$ cat src/hdl/frps_pkg.sv
// Shared types and constants of the fixed-radius point search block.
package frps_pkg;

    localparam int TABLE_DEPTH = 512;
    localparam int ADDR_W      = $clog2(TABLE_DEPTH);
    localparam int CNT_W       = $clog2(TABLE_DEPTH + 1);

    localparam int SLOT_W   = 9;
    localparam int LAT_W    = 20;
    localparam int LON_W    = 21;
    localparam int COUNT_W  = 10;
    localparam int RADIUS_W = 42;
    localparam int ENTRY_W  = LAT_W + LON_W;
    localparam int SQLAT_W  = 2 * LAT_W + 1;
    localparam int DIST_W   = 2 * LON_W + 1;
    localparam int IN_DATA_W  = 56;
    localparam int OUT_DATA_W = 16;

    // 1.5 square degrees in square arc-seconds.
    localparam logic [RADIUS_W-1:0] RADIUS_RESET = RADIUS_W'(3 * 3600 * 3600 / 2);

    typedef logic [ADDR_W-1:0]   addr_t;
    typedef logic [CNT_W-1:0]    cnt_t;
    typedef logic [SLOT_W-1:0]   slot_t;
    typedef logic [COUNT_W-1:0]  count_t;
    typedef logic [RADIUS_W-1:0] radius_t;
    typedef logic [ENTRY_W-1:0]  entry_t;
    typedef logic [DIST_W-1:0]   dist_t;
    typedef logic signed [LAT_W-1:0] lat_t;
    typedef logic signed [LON_W-1:0] lon_t;

    localparam logic CMD_WRITE = 1'b0;
    localparam logic CMD_QUERY = 1'b1;

    typedef logic cfg_idx_t;
    localparam cfg_idx_t REG_ENTRY_COUNT = 1'b0;
    localparam cfg_idx_t REG_RADIUS      = 1'b1;

    typedef enum logic [1:0] {
        ST_IDLE,
        ST_SCAN,
        ST_DONE
    } state_t;

    // Result of one distance check, in table order.
    typedef struct packed {
        logic  valid;
        logic  match;
        addr_t idx;
    } dist_res_t;

endpackage

$ cat src/hdl/frps_dist.sv
// Three-stage squared-distance and threshold check for one table entry per cycle.
module frps_dist (
    input  logic                clk,
    input  logic                rst_n,
    input  logic                in_valid,
    input  frps_pkg::addr_t     in_idx,
    input  frps_pkg::entry_t    entry,
    input  frps_pkg::lat_t      qlat,
    input  frps_pkg::lon_t      qlon,
    input  frps_pkg::radius_t   radius,
    output frps_pkg::dist_res_t res
);

    logic                                  s1_valid_reg, s2_valid_reg, s3_valid_reg;
    frps_pkg::addr_t                       s1_idx_reg, s2_idx_reg, s3_idx_reg;
    logic signed [frps_pkg::LAT_W:0]       dlat_reg;
    logic signed [frps_pkg::LON_W:0]       dlon_reg;
    logic [frps_pkg::SQLAT_W-1:0]          sqlat_reg;
    logic [frps_pkg::DIST_W-1:0]           sqlon_reg;
    logic                                  match_reg;

    frps_pkg::lat_t                        t_lat;
    frps_pkg::lon_t                        t_lon;
    logic signed [frps_pkg::LAT_W:0]       dlat_next;
    logic signed [frps_pkg::LON_W:0]       dlon_next;
    logic signed [2*frps_pkg::LAT_W+1:0]   plat;
    logic signed [2*frps_pkg::LON_W+1:0]   plon;
    frps_pkg::dist_t                       dist_sum;
    logic                                  match_next;

    always_comb
    begin
        // Entries are stored as longitude above latitude.
        t_lat     = frps_pkg::lat_t'(entry[frps_pkg::LAT_W-1:0]);
        t_lon     = frps_pkg::lon_t'(entry[frps_pkg::ENTRY_W-1:frps_pkg::LAT_W]);
        dlat_next = {t_lat[frps_pkg::LAT_W-1], t_lat} - {qlat[frps_pkg::LAT_W-1], qlat};
        dlon_next = {t_lon[frps_pkg::LON_W-1], t_lon} - {qlon[frps_pkg::LON_W-1], qlon};
        plat      = dlat_reg * dlat_reg;
        plon      = dlon_reg * dlon_reg;
        dist_sum  = sqlon_reg + frps_pkg::dist_t'(sqlat_reg);
        match_next = dist_sum < frps_pkg::dist_t'(radius);
    end

    always_ff @(posedge clk or negedge rst_n)
    begin
        if (!rst_n)
        begin
            s1_valid_reg <= 1'b0;
            s2_valid_reg <= 1'b0;
            s3_valid_reg <= 1'b0;
        end
        else
        begin
            s1_valid_reg <= in_valid;
            s2_valid_reg <= s1_valid_reg;
            s3_valid_reg <= s2_valid_reg;
        end
    end

    always_ff @(posedge clk)
    begin
        s1_idx_reg <= in_idx;
        dlat_reg   <= dlat_next;
        dlon_reg   <= dlon_next;
        s2_idx_reg <= s1_idx_reg;
        sqlat_reg  <= plat[frps_pkg::SQLAT_W-1:0];
        sqlon_reg  <= plon[frps_pkg::DIST_W-1:0];
        s3_idx_reg <= s2_idx_reg;
        match_reg  <= match_next;
    end

    assign res.valid = s3_valid_reg;
    assign res.match = match_reg;
    assign res.idx   = s3_idx_reg;

endmodule

$ cat config.mk
export PLATFORM = sky130hd
export DESIGN_NAME = frps_dist
export DESIGN_NICKNAME = d
export VERILOG_FILES = /design/src/hdl/frps_pkg.sv /design/src/hdl/frps_dist.sv
export SDC_FILE = /design/constraint.sdc
export NUM_CORES = 2
export LEC_CHECK = 0
export BUFFER_PORTS_ARGS = -buffer_cell sky130_fd_sc_hd__buf_4
export CAP_MARGIN = 20
export CORE_MARGIN = 8
export CORE_UTILIZATION = 59
export DETAILED_ROUTE_END_ITERATION = 16
export PLACE_DENSITY = 0.77
export REMOVE_ABC_BUFFERS = 1
export SETUP_SLACK_MARGIN = 0.02
export SLEW_MARGIN = 20
export SYNTH_ARGS = -nofsm -noshare
export SYNTH_HDL_FRONTEND = slang
export SYNTH_SLANG_ARGS = --single-unit
export TNS_END_PERCENT = 20
$ cat constraint.sdc
create_clock -name clk -period 6.6 [get_ports clk]
set_input_delay 0.66 -clock clk [delete_from_list [all_inputs] [get_ports clk]]
set_output_delay 0.66 -clock clk [all_outputs]
set_load 0.1 [all_outputs]
==> results.toml <==
[floorplan]
dieArea_um2 = 73000
start_util_pct = 59.4
floorplan.die.height_um = 270
num_io_pins = 147
rows = 93
coreArea_um2 = 64100
die_w_um = 270

[yosys]
synth.distinct_cells = 72
netlist_top_cells_area = "fa_1 (45%), ha_1 (13%), inv_1 (12%)"
synthTopCellsByCount = "inv_1 (1,195), fa_1 (858), ha_1 (391), nand2_1 (330), nor2_1 (175)"
synth-main-ff-cell = "dfxtp_1"
synth_edf_count = 0
ys_seq_area_share_pct = 8.24
async_reset_ff_share_pct = 1.92
yosysWarnings = 0
synth_area_leader_cell = "fa_1"
postSynthCellCount = 4083
synth-seq-cells = 156
avgSynthCellArea_um2 = 9.33
yosys.cell_count.top_type = "inv_1"
synth_top_area_share_pct = 45.1
synth_area_um2 = 38100

[place]
hpwlAfterDp_um = 78100
place_congestion = 0.935
dpl-instance-area_um2 = 43500
io_buffer_count = 146

[outcome]
violations = "negative setup slack"
status = "complete, but fails checks"

[final_layout]
syn_to_final_growth_pct = 20.1
diodes = 0
largest_reg_flops = 42
final_area_um2 = 45800
final_net_count = 6033
drive_above_1_share_pct = 20.1

[clocking]
cts.sinks = 156
cts-root-buf = "clkbuf_16"
insertion_delay_ns = 0.50
cts.clk_slew.worst_paths_ns = 0.07
h-tree-depth = 4
numCtsBuffers = 17
cts_tree = "done"
cts_max_path_buffers = 2

[critical_path]
path_max_fanout = 6
worstSetupStartpointType = "flip-flop"
worstSetupPathType = "reg -> reg"
cp-end-kind = "flip-flop"
crit_arrival_ns = 7.30
critPathRequiredTime_ns = 7.02

[route]
ant_nets = 0
drt-initial-drc-count = 1565
first_pass_iters = 5
drcViolationCount = 0
drt-wirelength-per-cell_um = 16.9
num_vias = 29021
wl_um = 93000
vias_per_cell = 5.26

[sta]
tns_ns = -1.19
setup_violations = 13
slew_violations = 0
max_freq_mhz = 145
hold_slack_ns = 0.266
grt_setup_unrepaired = "yes"
timing_hold_violations_final = 0
fin_ws_ns = -0.280
slew_headroom_pct = 25.8
fin_crit_sh_pct = 104
min_period_ns = 6.88
tightest_slew_ns = 1.11
clock_skew_ns = 0.0175

[global_routing]
grt_overflow_total = 0
grt_max_degree = 19
grt_pass1_vias = 32263
grt_use_total_pct = 25.9
grt_pass1_wl_um = 153000
antenna_found_initial = 2

[min_path]
min_path_type = "in -> reg"

[run]
maxCapViolCount = 0
[worst paths after layout]
path / startpoint / end / slack [ns] / cells after the start
max in group asynchronous: rst_n / s2_valid_reg / 6.01 / 2
max: dlat_reg[14] / sqlat_reg[39] / -0.28 / 25
min in group asynchronous: rst_n / s1_valid_reg / 0.49 / 2
min reg2reg: s2_idx_reg[5] / s3_idx_reg[5] / 0.33 / 0
max reg2reg: dlat_reg[14] / sqlat_reg[39] / -0.28 / 25
min: in_idx[5] / s1_idx_reg[5] / 0.27 / 1
[repair_timing]
item	4_1_cts	5_1_grt
gates resized for setup	192	152
endpoints found under the setup margin	29	30
buffers inserted	22	18
pin swaps	84	113
gates cloned	1	3
hold buffers	1	0
hold endpoints to repair	3	0
[layout by cell type (no fill, tap or decap), types with 24 or more instances in the layout]
| master | count |
|---|---|
| inv_1 | 1166 |
| fa_1 | 834 |
| buf_4 | 571 |
| ha_1 | 367 |
| nand2_1 | 298 |
| nor2_1 | 163 |
| xnor2_1 | 125 |
| and2_1 | 121 |
| dfxtp_1 | 114 |
| a21oi_1 | 81 |
| a21o_1 | 62 |
| o21ai_0 | 47 |
| xor2_1 | 42 |
| nor3_1 | 38 |
| o21a_1 | 34 |
| buf_6 | 31 |
| nand2_2 | 30 |
| inv_2 | 27 |
| nor2b_1 | 27 |
| dfxtp_4 | 27 |
| nand2b_1 | 25 |
| fa_2 | 24 |
| ha_4 | 24 |
[worst max-delay path, cell delays in order (launching register included)]
cell and delay, ns:
dfxtp_4 0.37, buf_6 0.14, nand2_2 0.08, inv_1 0.06
fa_1 0.53, inv_1 0.06, fa_2 0.58, inv_1 0.07
fa_1 0.50, inv_1 0.07, fa_2 0.53, fa_1 0.44
fa_2 0.56, fa_1 0.43, inv_2 0.08, ha_4 0.20
a21oi_1 0.14, o21ai_1 0.10, a221o_1 0.37, o21a_1 0.20
o31a_1 0.16, o31ai_4 0.35, a21oi_2 0.13, a211o_1 0.33
a21oi_2 0.16, xnor2_1 0.13
[per-stage QoR]
| step | instances | utilization [%] | setup WS, ns |
|---|---|---|---|
| after global placement | 5439 | 67.8 | -0.376 |
| after CTS | 5495 | 70.1 | -0.202 |
| after floorplan | 3991 | - | -0.444 |
| after detailed placement | 5439 | 67.8 | -0.541 |
| after global routing | 5516 | 71.4 | -0.492 |
| final | 5516 | 71.4 | -0.280 |
[layout make-up]
type                            count  area [µm²]
Clock buffer                       19         443
Inverter                         1197        4510
Timing Repair Buffer              638        5320
Sequential cell                   156        3250
Multi-Input combinational cell   2638       31000
Clock inverter                     13         151
Tap cell                          855        1070
Fill cell                        4480       18300
[layer usage]
metal	wire length (µm)	global-route usage, %	share of wire (%)	up-vias
li1	-	-	-	13265
met1	35500	31.5	38	14656
met2	48100	45.9	52	842
met3	5430	3.80	5.8	256
met4	3900	10.4	4.2	2
met5	13	0	0.014	-
[logic make-up (layout without fill, tap and decap cells)]
kind of cell               after synthesis  in the layout  synth area share (%)
buffers and inverters                 1289           1867                  12.7
adders and majority gates             1249           1249                  57.9
and+or+nand+nor                        824            824                  10.1
AOI/OAI and AO/OA                      389            389                  6.95
xor gates and xnor gates               170            170                  3.91
DFF                                    156            156                  8.24
muxes                                    6              6                 0.174
Power is not shown: default switching activity piles up to over one toggle a cycle in this logic, so the estimate is an artifact.
