[config.mk]
export PLATFORM = sky130hd
export DESIGN_NAME = frps_ram
export DESIGN_NICKNAME = d
export VERILOG_FILES = /design/src/hdl/frps_ram.sv
export SDC_FILE = /design/constraint.sdc
export NUM_CORES = 1
export LEC_CHECK = 0
export BUFFER_PORTS_ARGS = -buffer_cell sky130_fd_sc_hd__buf_2
export CORE_MARGIN = 2
export CORE_UTILIZATION = 65
export DETAILED_ROUTE_END_ITERATION = 6
export PLACE_DENSITY_LB_ADDON = 0.2
export SYNTH_ARGS = -nofsm -noshare
export SYNTH_HDL_FRONTEND = slang
export SYNTH_SLANG_ARGS = --single-unit
[constraint.sdc]
create_clock -name clk -period 2.3 [get_ports clk]
set_input_delay 0.115 -clock clk [delete_from_list [all_inputs] [get_ports clk]]
set_output_delay 0.115 -clock clk [all_outputs]
set_load 0.02 [all_outputs]
[src/hdl/frps_ram.sv]
// Generic single-port-write, single-port-read RAM with registered read data.
module frps_ram #(
    parameter int WIDTH = 8,
    parameter int DEPTH = 16
) (
    input  logic                     clk,
    input  logic                     we,
    input  logic [$clog2(DEPTH)-1:0] waddr,
    input  logic [WIDTH-1:0]         wdata,
    input  logic [$clog2(DEPTH)-1:0] raddr,
    output logic [WIDTH-1:0]         rdata
);

    logic [WIDTH-1:0] mem [DEPTH];

    always_ff @(posedge clk)
    begin
        if (we)
        begin
            mem[waddr] <= wdata;
        end
        rdata <= mem[raddr];
    end

endmodule

==> results of run 1 <==
registers in the layout, indices dropped and copies added (netlist names):
| signal | cells |
|---|---|
| rdata | 8 |
| mem | 128 |
routing by layer:
| layer | track usage | wire length (microns) | up-vias |
|---|---|---|---|
| met5 | 0 | 0 | - |
| met4 | 0.109 | 225 | 0 |
| met3 | 0.0846 | 1020 | 18 |
| met2 | 0.430 | 5360 | 168 |
| met1 | 0.415 | 4550 | 1335 |
| li1 | - | - | 1097 |
Yosys cell counts:
| cell type | count | share of area |
|---|---|---|
| sky130_fd_sc_hd__nor2b_1 | 1 | 0.0012 |
| sky130_fd_sc_hd__nor2_1 | 13 | 0.0095 |
| sky130_fd_sc_hd__nor3_1 | 4 | 0.0039 |
| sky130_fd_sc_hd__buf_4 | 1 | 0.0015 |
| sky130_fd_sc_hd__nand2_1 | 9 | 0.0066 |
| sky130_fd_sc_hd__a22oi_1 | 16 | 0.023 |
| sky130_fd_sc_hd__mux4_2 | 18 | 0.079 |
| sky130_fd_sc_hd__and2_1 | 1 | 0.0012 |
| sky130_fd_sc_hd__buf_6 | 3 | 0.0066 |
| sky130_fd_sc_hd__mux4_1 | 14 | 0.071 |
| sky130_fd_sc_hd__edfxtp_1 | 128 | 0.75 |
| sky130_fd_sc_hd__nand3_1 | 1 | 0.00097 |
| sky130_fd_sc_hd__clkdlybuf4s25_2 | 3 | 0.0058 |
| sky130_fd_sc_hd__nand2b_1 | 2 | 0.0024 |
| sky130_fd_sc_hd__buf_2 | 3 | 0.0029 |
| sky130_fd_sc_hd__nand3b_1 | 2 | 0.0029 |
| sky130_fd_sc_hd__or3b_2 | 1 | 0.0017 |
| sky130_fd_sc_hd__and2b_1 | 1 | 0.0015 |
| sky130_fd_sc_hd__dfxtp_1 | 8 | 0.031 |
final timing paths:
kind,end,slack [ps],depth (start not counted),start
hold / removal,mem[0][5],40,2,waddr[1]
setup reg to reg,rdata[6],840,3,mem[2][6]
hold reg to reg,rdata[0],690,3,mem[15][0]
setup / recovery,rdata[6],840,3,mem[2][6]
per-stage QoR:
stage                     setup slack (ps)  utilization  total power, W  area [sq um]
after CTS                              867        0.804         0.00587          6180
after global placement                 669        0.714         0.00310          5490
after floorplan                        692            -         0.00300          5150
final                                  842        0.804         0.00585          6180
after global routing                   804        0.804         0.00601          6180
after detailed placement               626        0.714         0.00311          5490
worst max-delay path, stage by stage (launching register included):
cell and delay (ps):
sky130_fd_sc_hd__edfxtp_1 360, sky130_fd_sc_hd__mux4_2 500, sky130_fd_sc_hd__a22oi_1 360, sky130_fd_sc_hd__nand2_1 110
logic make-up after synthesis:
logic type / count (synthesis) / share of synthesized area
compound gates: 16 / 0.0233
mux: 32 / 0.150
simple gates: 35 / 0.0318
flops: 136 / 0.778
buf+inv: 10 / 0.0168
what timing repair did:
| action | CTS | global route |
|---|---|---|
| setup endpoints to repair | 0 | 0 |
| setup buffers | 0 | 0 |
| endpoints found under the hold margin | 118 | 0 |
| hold buffers | 8 | 0 |
power breakdown:
group | internal (W) | switching, W
sequential | 0.00277 | 0.0000200
clock | 0.00179 | 0.000976
combinational | 0.000121 | 0.000171
area by class of cell:
class | instances | area, sq um
Clock buffer | 20 | 435
Clock inverter | 12 | 176
Fill cell | 392 | 1510
Multi-Input combinational cell | 83 | 1060
Sequential cell | 136 | 4000
Tap cell | 102 | 128
Timing Repair Buffer | 53 | 380
==> flow_results.org, run 1 <==
** Cells and area
- The library cell used most frequently in the layout, excluding fill and tap cells, is sky130_fd_sc_hd__edfxtp_1.
- Fraction of final layout cells sized beyond drive strength 1 :: 0.309
- Final layout net count :: 309
- Area Growth Syn to Fin :: 20.1%
- Number of non-filler instances in the completed layout :: 406
- Leaving out fill and tap cells, the most frequent cells in the layout are 128 x sky130_fd_sc_hd__edfxtp_1, 25 x sky130_fd_sc_hd__buf_2, 18 x sky130_fd_sc_hd__mux4_2, 18 x sky130_fd_sc_hd__buf_4.
- ANT cells :: 0

** Yosys
- Syn Inst Count :: 229
- Mean post-synth cell area :: 22.5 sq um
- Mapped cell area :: 5150 sq um
- The Yosys step of the flow raised 0 warnings.
- The share of the Yosys chip area taken by registers is 0.778.
- Number of unique standard cell types used by synthesis :: 19
- Register bit count reported by yosys :: 136
- The number of nets handed over by synthesis was 247.

** Floorplanning
- The floorplan step set the die width to 93.0 microns.
- Measured along the y axis, the die boundary spans 93.0 microns.
- The initial utilization of the core area, before any placement, comes to 0.670.
- Site row count :: 32
- The die covers 8650 sq um.
- The core region is 7690 sq um.
- Top Ports :: 26

** Route
- Number of vias per cell after detailed routing :: 6.45
- After detailed routing, the total wire length is 11200 microns.
- Dividing the detail-routed wire length by the instance count gives 27.5 microns.
- Total via count in the routed design :: 2618
- After detailed routing, the number of remaining DRC violations is 0.
- Count of TritonRoute iterations in the first routing pass :: 5
- Detail Route Antenna Nets :: 0
- In this run, the number of DRC markers left after iteration 0 of detailed routing was 333.

** Place
- Routability congestion estimate from global placement :: 0.795
- Cell total after placement :: 366
- Final HPWL from detailed placement :: 6250 microns
- Port Buffers :: 25

** GRT
- Remaining global-route overflow :: 0
- Combined global-route utilization of all metal layers :: 0.288
- Antenna violations before repair :: 0
- Entering global routing, the biggest net connects 18 pins.
- The via count of the first global-routing pass was 2702.
- Global-route wire length before repair :: 16500 microns

** Timing
- Setup repair after global routing left no endpoint under its margin.
- Slew HR :: 0.506
- Summed over all failing endpoints, the final setup total negative slack is 0 ps.
- Number of hold violations in the final report :: 0
- Clock Skews :: 9.22 ps
- Achievable frequency :: 686 MHz
- The tightest hold path in the finished design has a slack of 36.6 ps.
- Setup violations remaining at the end of the flow were counted as 0.
- At the pin with the least slew margin, the transition time is 740 ps.
- The clock period could shrink to 1460 ps.
- The final number of max-transition violations is 0.
- Final worst-path cycle share :: 0.634

** Critical path
- Data arrival, critical path :: 1840 ps
- Data required time of the critical path :: 2690 ps
- Along the worst path, the maximum fanout reaches 1.
- The critical path is of the register to register type.
- STA classifies the critical path endpoint as a register.
- Critical Path Start Type :: register

** Clock tree
- After clock tree synthesis, the clock-pin slew on the worst setup and hold paths is 60 ps.
- TritonCTS built the clock tree.
- In this run the clock root is driven by a sky130_fd_sc_hd__clkbuf_8.
- The later pin in the worst-skew pair is clocked with a latency of 510 ps.
- # resized after CTS :: 0
- Total number of H-tree levels :: 4
- Maximum root-to-sink buffer count :: 2
- Count of clock tree sinks :: 136
- Number of buffers inserted during clock tree synthesis :: 17

** Pwr
- Leakage power :: 2.14 nW
- Power Density :: 946 nW/um^2
- The worst-case IR drop observed on VDD is 0.644 mV.

** Job
- Count of max-cap constraint violations :: 0

** Run status
- The flow ran to the end, and the final reports show no timing, DRC or antenna violations.

** Hold path
- Class of the tightest hold or removal check :: input port to register
Power figures use the tool's default switching activity.
==> run 2, diff against run 1 <==
Settings changed: CORE_UTILIZATION 65 to 54.
Clock period 2.3 ns to 1.3 ns, I/O delays scaled along.
==> run 2 against run 1 <==
The run now ends with setup timing left; maximum frequency is 11% higher; combinational power grew 87%; worst setup slack worse by 850 ps; first-iteration DRC count fell by 21%; die area grew 19%; count of clock-buffer cells in the layout is 2 lower; critical path depth did not move; wire length shrank 10%; largest power group unchanged; highest routed layer unchanged.
==> flow_results.org, run 2 (same netlist as run 1, synthesis figures left out) <==
** Run status
- The flow ran to the end, but the final reports show violations.
- Violations in the final reports :: setup timing

** Cells and area
- The number of nets in the layout is 324 (+4.9%).
- Final Instance Area :: 6310 sq um (+2.0%)
- Fraction of final layout cells sized beyond drive strength 1 :: 0.389 (+0.0795)
- Number of non-filler instances in the completed layout :: 448 (+10%)
- Multi-input gate area in the final layout :: 1070 sq um (+1.2%)
- In the layout the commonest cells are 128 x sky130_fd_sc_hd__edfxtp_1, 33 x sky130_fd_sc_hd__buf_4, 25 x sky130_fd_sc_hd__buf_2.
- Flip-flop count of the largest register after layout :: 128 (unchanged)
- ANT cells :: 0 (unchanged)
- Area occupied by registers :: 4000 sq um (unchanged)
- Area Growth Syn to Fin :: 22.5%
- Top reg by flops :: mem
- FILL cells :: 600 (+53%)
- The largest registers in the layout are mem x128, rdata x8.
- Most common cell after layout, fill and taps aside :: sky130_fd_sc_hd__edfxtp_1
- Final core area utilization :: 0.682 (-0.122)

** Route
- DR DRC count :: 0 (unchanged)
- DRC marker count from the first detailed-route iteration :: 263 (-21%)
- The number of detailed-routing iterations run before antenna repair was 5 (unchanged).
- The per-cell via count in the routed design was 5.75 (-11%).
- Average detailed-routed wire length per instance :: 22.4 microns (-19%)
- The number of nets with antenna violations after detailed routing came to 0 (unchanged).
- Overall routed net length :: 10000 microns (-10%)
- Total via count in the routed design :: 2578 (-1.5%)

** Critical path
- The worst path required time was 1690 ps (-1000 ps).
- Type of element capturing the critical path :: register
- Path type of the worst setup path :: register to register
- Crit Path Max Fanout :: 1 (unchanged)
- The data arrival time of the worst path was 1700 ps (-140 ps).
- The worst register-to-register path begins at mem[2][6].
- Critical Path Start Type :: register
- First element of the critical path :: mem[2][6]

** Floorplanning
- Initial Utilization :: 0.557 (-0.113)
- Die outline area :: 10300 sq um (+19%)
- Area of the core :: 9240 sq um (+20%)
- Horizontal die dimension :: 102 microns (+9.3%)
- The height of the die was 102 microns (+9.3%).
- The number of placed I/O pins is 26 (unchanged).
- The count of standard-cell rows was 35 (+9.4%).

** Timing
- Transition time at the pin with the least slew margin :: 1000 ps (+263 ps)
- RSZ-0062 raised after global routing :: true
- The final number of max-transition violations came to 0 (unchanged).
- The total setup violations reported at the end of the flow was 2 (+2).
- Clock Skews :: 6.60 ps (-2.62 ps)
- The relative slew slack is 0.329 (-0.177).
- Number of hold violations in the final report :: 0 (unchanged)
- The minimum period implied by the final worst setup slack was 1310 ps (-150 ps).
- Achievable frequency :: 764 MHz (+11%)
- Final Worst Setup Slack :: -8.25 ps (-850 ps)
- Final worst-path cycle share :: 1.01 (+0.372)

** GRT
- Combined global-route utilization of all metal layers :: 0.213 (-0.0752)
- The met2 demand-to-capacity share in global routing came to 0.310 (-0.120).
- Via count of the first global-routing pass :: 2595 (-4.0%)
- Largest net degree at the start of global routing :: 25 (+7)
- Global-route wire length before repair :: 15200 microns (-7.6%)
- GR Util met3 :: 0.0566 (-0.0280)
- The residual overflow from global routing came to 0 (unchanged).
- Met1 routing resource usage after global routing :: 0.316 (-0.0992)
- GRT busiest layer :: met1
- Antenna violations before repair :: 0 (unchanged)

** Hold path
- The worst hold path begins at waddr[0].
- Class of the tightest hold or removal check :: input port to register

** Place
- The final RePlAce weighted congestion was 0.768 (-3.4%).
- Cell total after placement :: 408 (+11%)
- The HPWL after detailed placement came to 6280 microns (+0.43%).
- The number of input and output port buffers inserted is 25 (unchanged).
- The placed standard-cell area is 5640 sq um (+2.8%).

** Clock tree
- The CTS clock-pin slew for the worst setup and hold paths was 60 ps (about the same).
- Number of buffers inserted during clock tree synthesis :: 17 (unchanged)
- CTS placed an instance of sky130_fd_sc_hd__clkbuf_8 at the clock tree root.
- Later-pin clock latency in the skew report :: 520 ps (about the same)
- TritonCTS built the clock tree.
- The clock tree buffer depth came to 2 (unchanged).
- Post-CTS Setup Repair Bufs :: 0 (unchanged)
- The number of clock sinks was 136 (unchanged).
- The number of H-tree levels is 4 (unchanged).

** Pwr
- The static leakage power was 2.17 nW (+1.7%).
- The total power divided by cell area was 1600 nW/um^2 (+69%).
- Highest ir drop seen on vdd :: 0.923 mV (+43%)

** Job
- The number of max-capacitance violations reported came to 0 (unchanged).
## run 2: cell types whose count changed in the layout (fill, tap and decap cells not counted), sizes merged
cell / previous run / this run
bufinv: 4 / 2
clkinvlp: 2 / 3
inv: 0 / 2
clkinv: 6 / 7
clkbuf: 20 / 18
buf: 45 / 60
## run 2: stage by stage
stage | hold slack (ps) | setup TNS, ps | worst slack, ps | total power, W
after CTS | 100 | 0 | 2.68 | 0.0101
after global routing | 125 | -200 | -47.6 | 0.0104
after detailed placement | 463 | -3480 | -193 | 0.00554
final | 121 | -10.6 | -8.25 | 0.0101
after global placement | 449 | -3330 | -188 | 0.00553
after floorplan | 164 | -863 | -31.1 | 0.00530
## run 2: final cells by class
cell class,instances,area share
flip-flops and latches,136,0.635
clock buffers,18,0.0679
clock inverters,14,0.0238
multi-input cells,83,0.170
repair buffers,68,0.0782
well taps,129,0.0256
## run 2: where the power goes
| part | switching (W) | internal, W | total [W] |
|---|---|---|---|
| sequential | 0.0000306 | 0.00490 | 0.00493 |
| clock | 0.00180 | 0.00279 | 0.00459 |
| combinational | 0.000304 | 0.000242 | 0.000547 |
| total | 0.00214 | 0.00793 | 0.0101 |
## run 2: critical path: stages, from the launching register on
cell	delay [ps]
sky130_fd_sc_hd__edfxtp_1	380
sky130_fd_sc_hd__mux4_2	480
sky130_fd_sc_hd__a22oi_2	210
sky130_fd_sc_hd__nand2_1	110
## run 2: what timing repair did
action                                 in CTS  in global routing
endpoints found under the hold margin     128                  0
setup endpoints to repair                   6                  8
hold buffers                                8                  0
pin swaps                                   2                  3
resized for setup                           7                  5
## run 2: final timing paths
kind	end	slack (ps)	cells past startpoint
max	rdata[6]	-8	3
min	mem[4][0]	120	3
max reg2reg	rdata[6]	-8	3
min reg2reg	rdata[3]	670	3
## run 2: routing by layer
| layer | share of wire | up-vias | wire, microns |
|---|---|---|---|
| li1 | - | 1124 | - |
| met1 | 0.44 | 1339 | 4380 |
| met2 | 0.49 | 103 | 4910 |
| met3 | 0.062 | 12 | 619 |
| met4 | 0.011 | 0 | 114 |
| met5 | 0 | - | 0 |
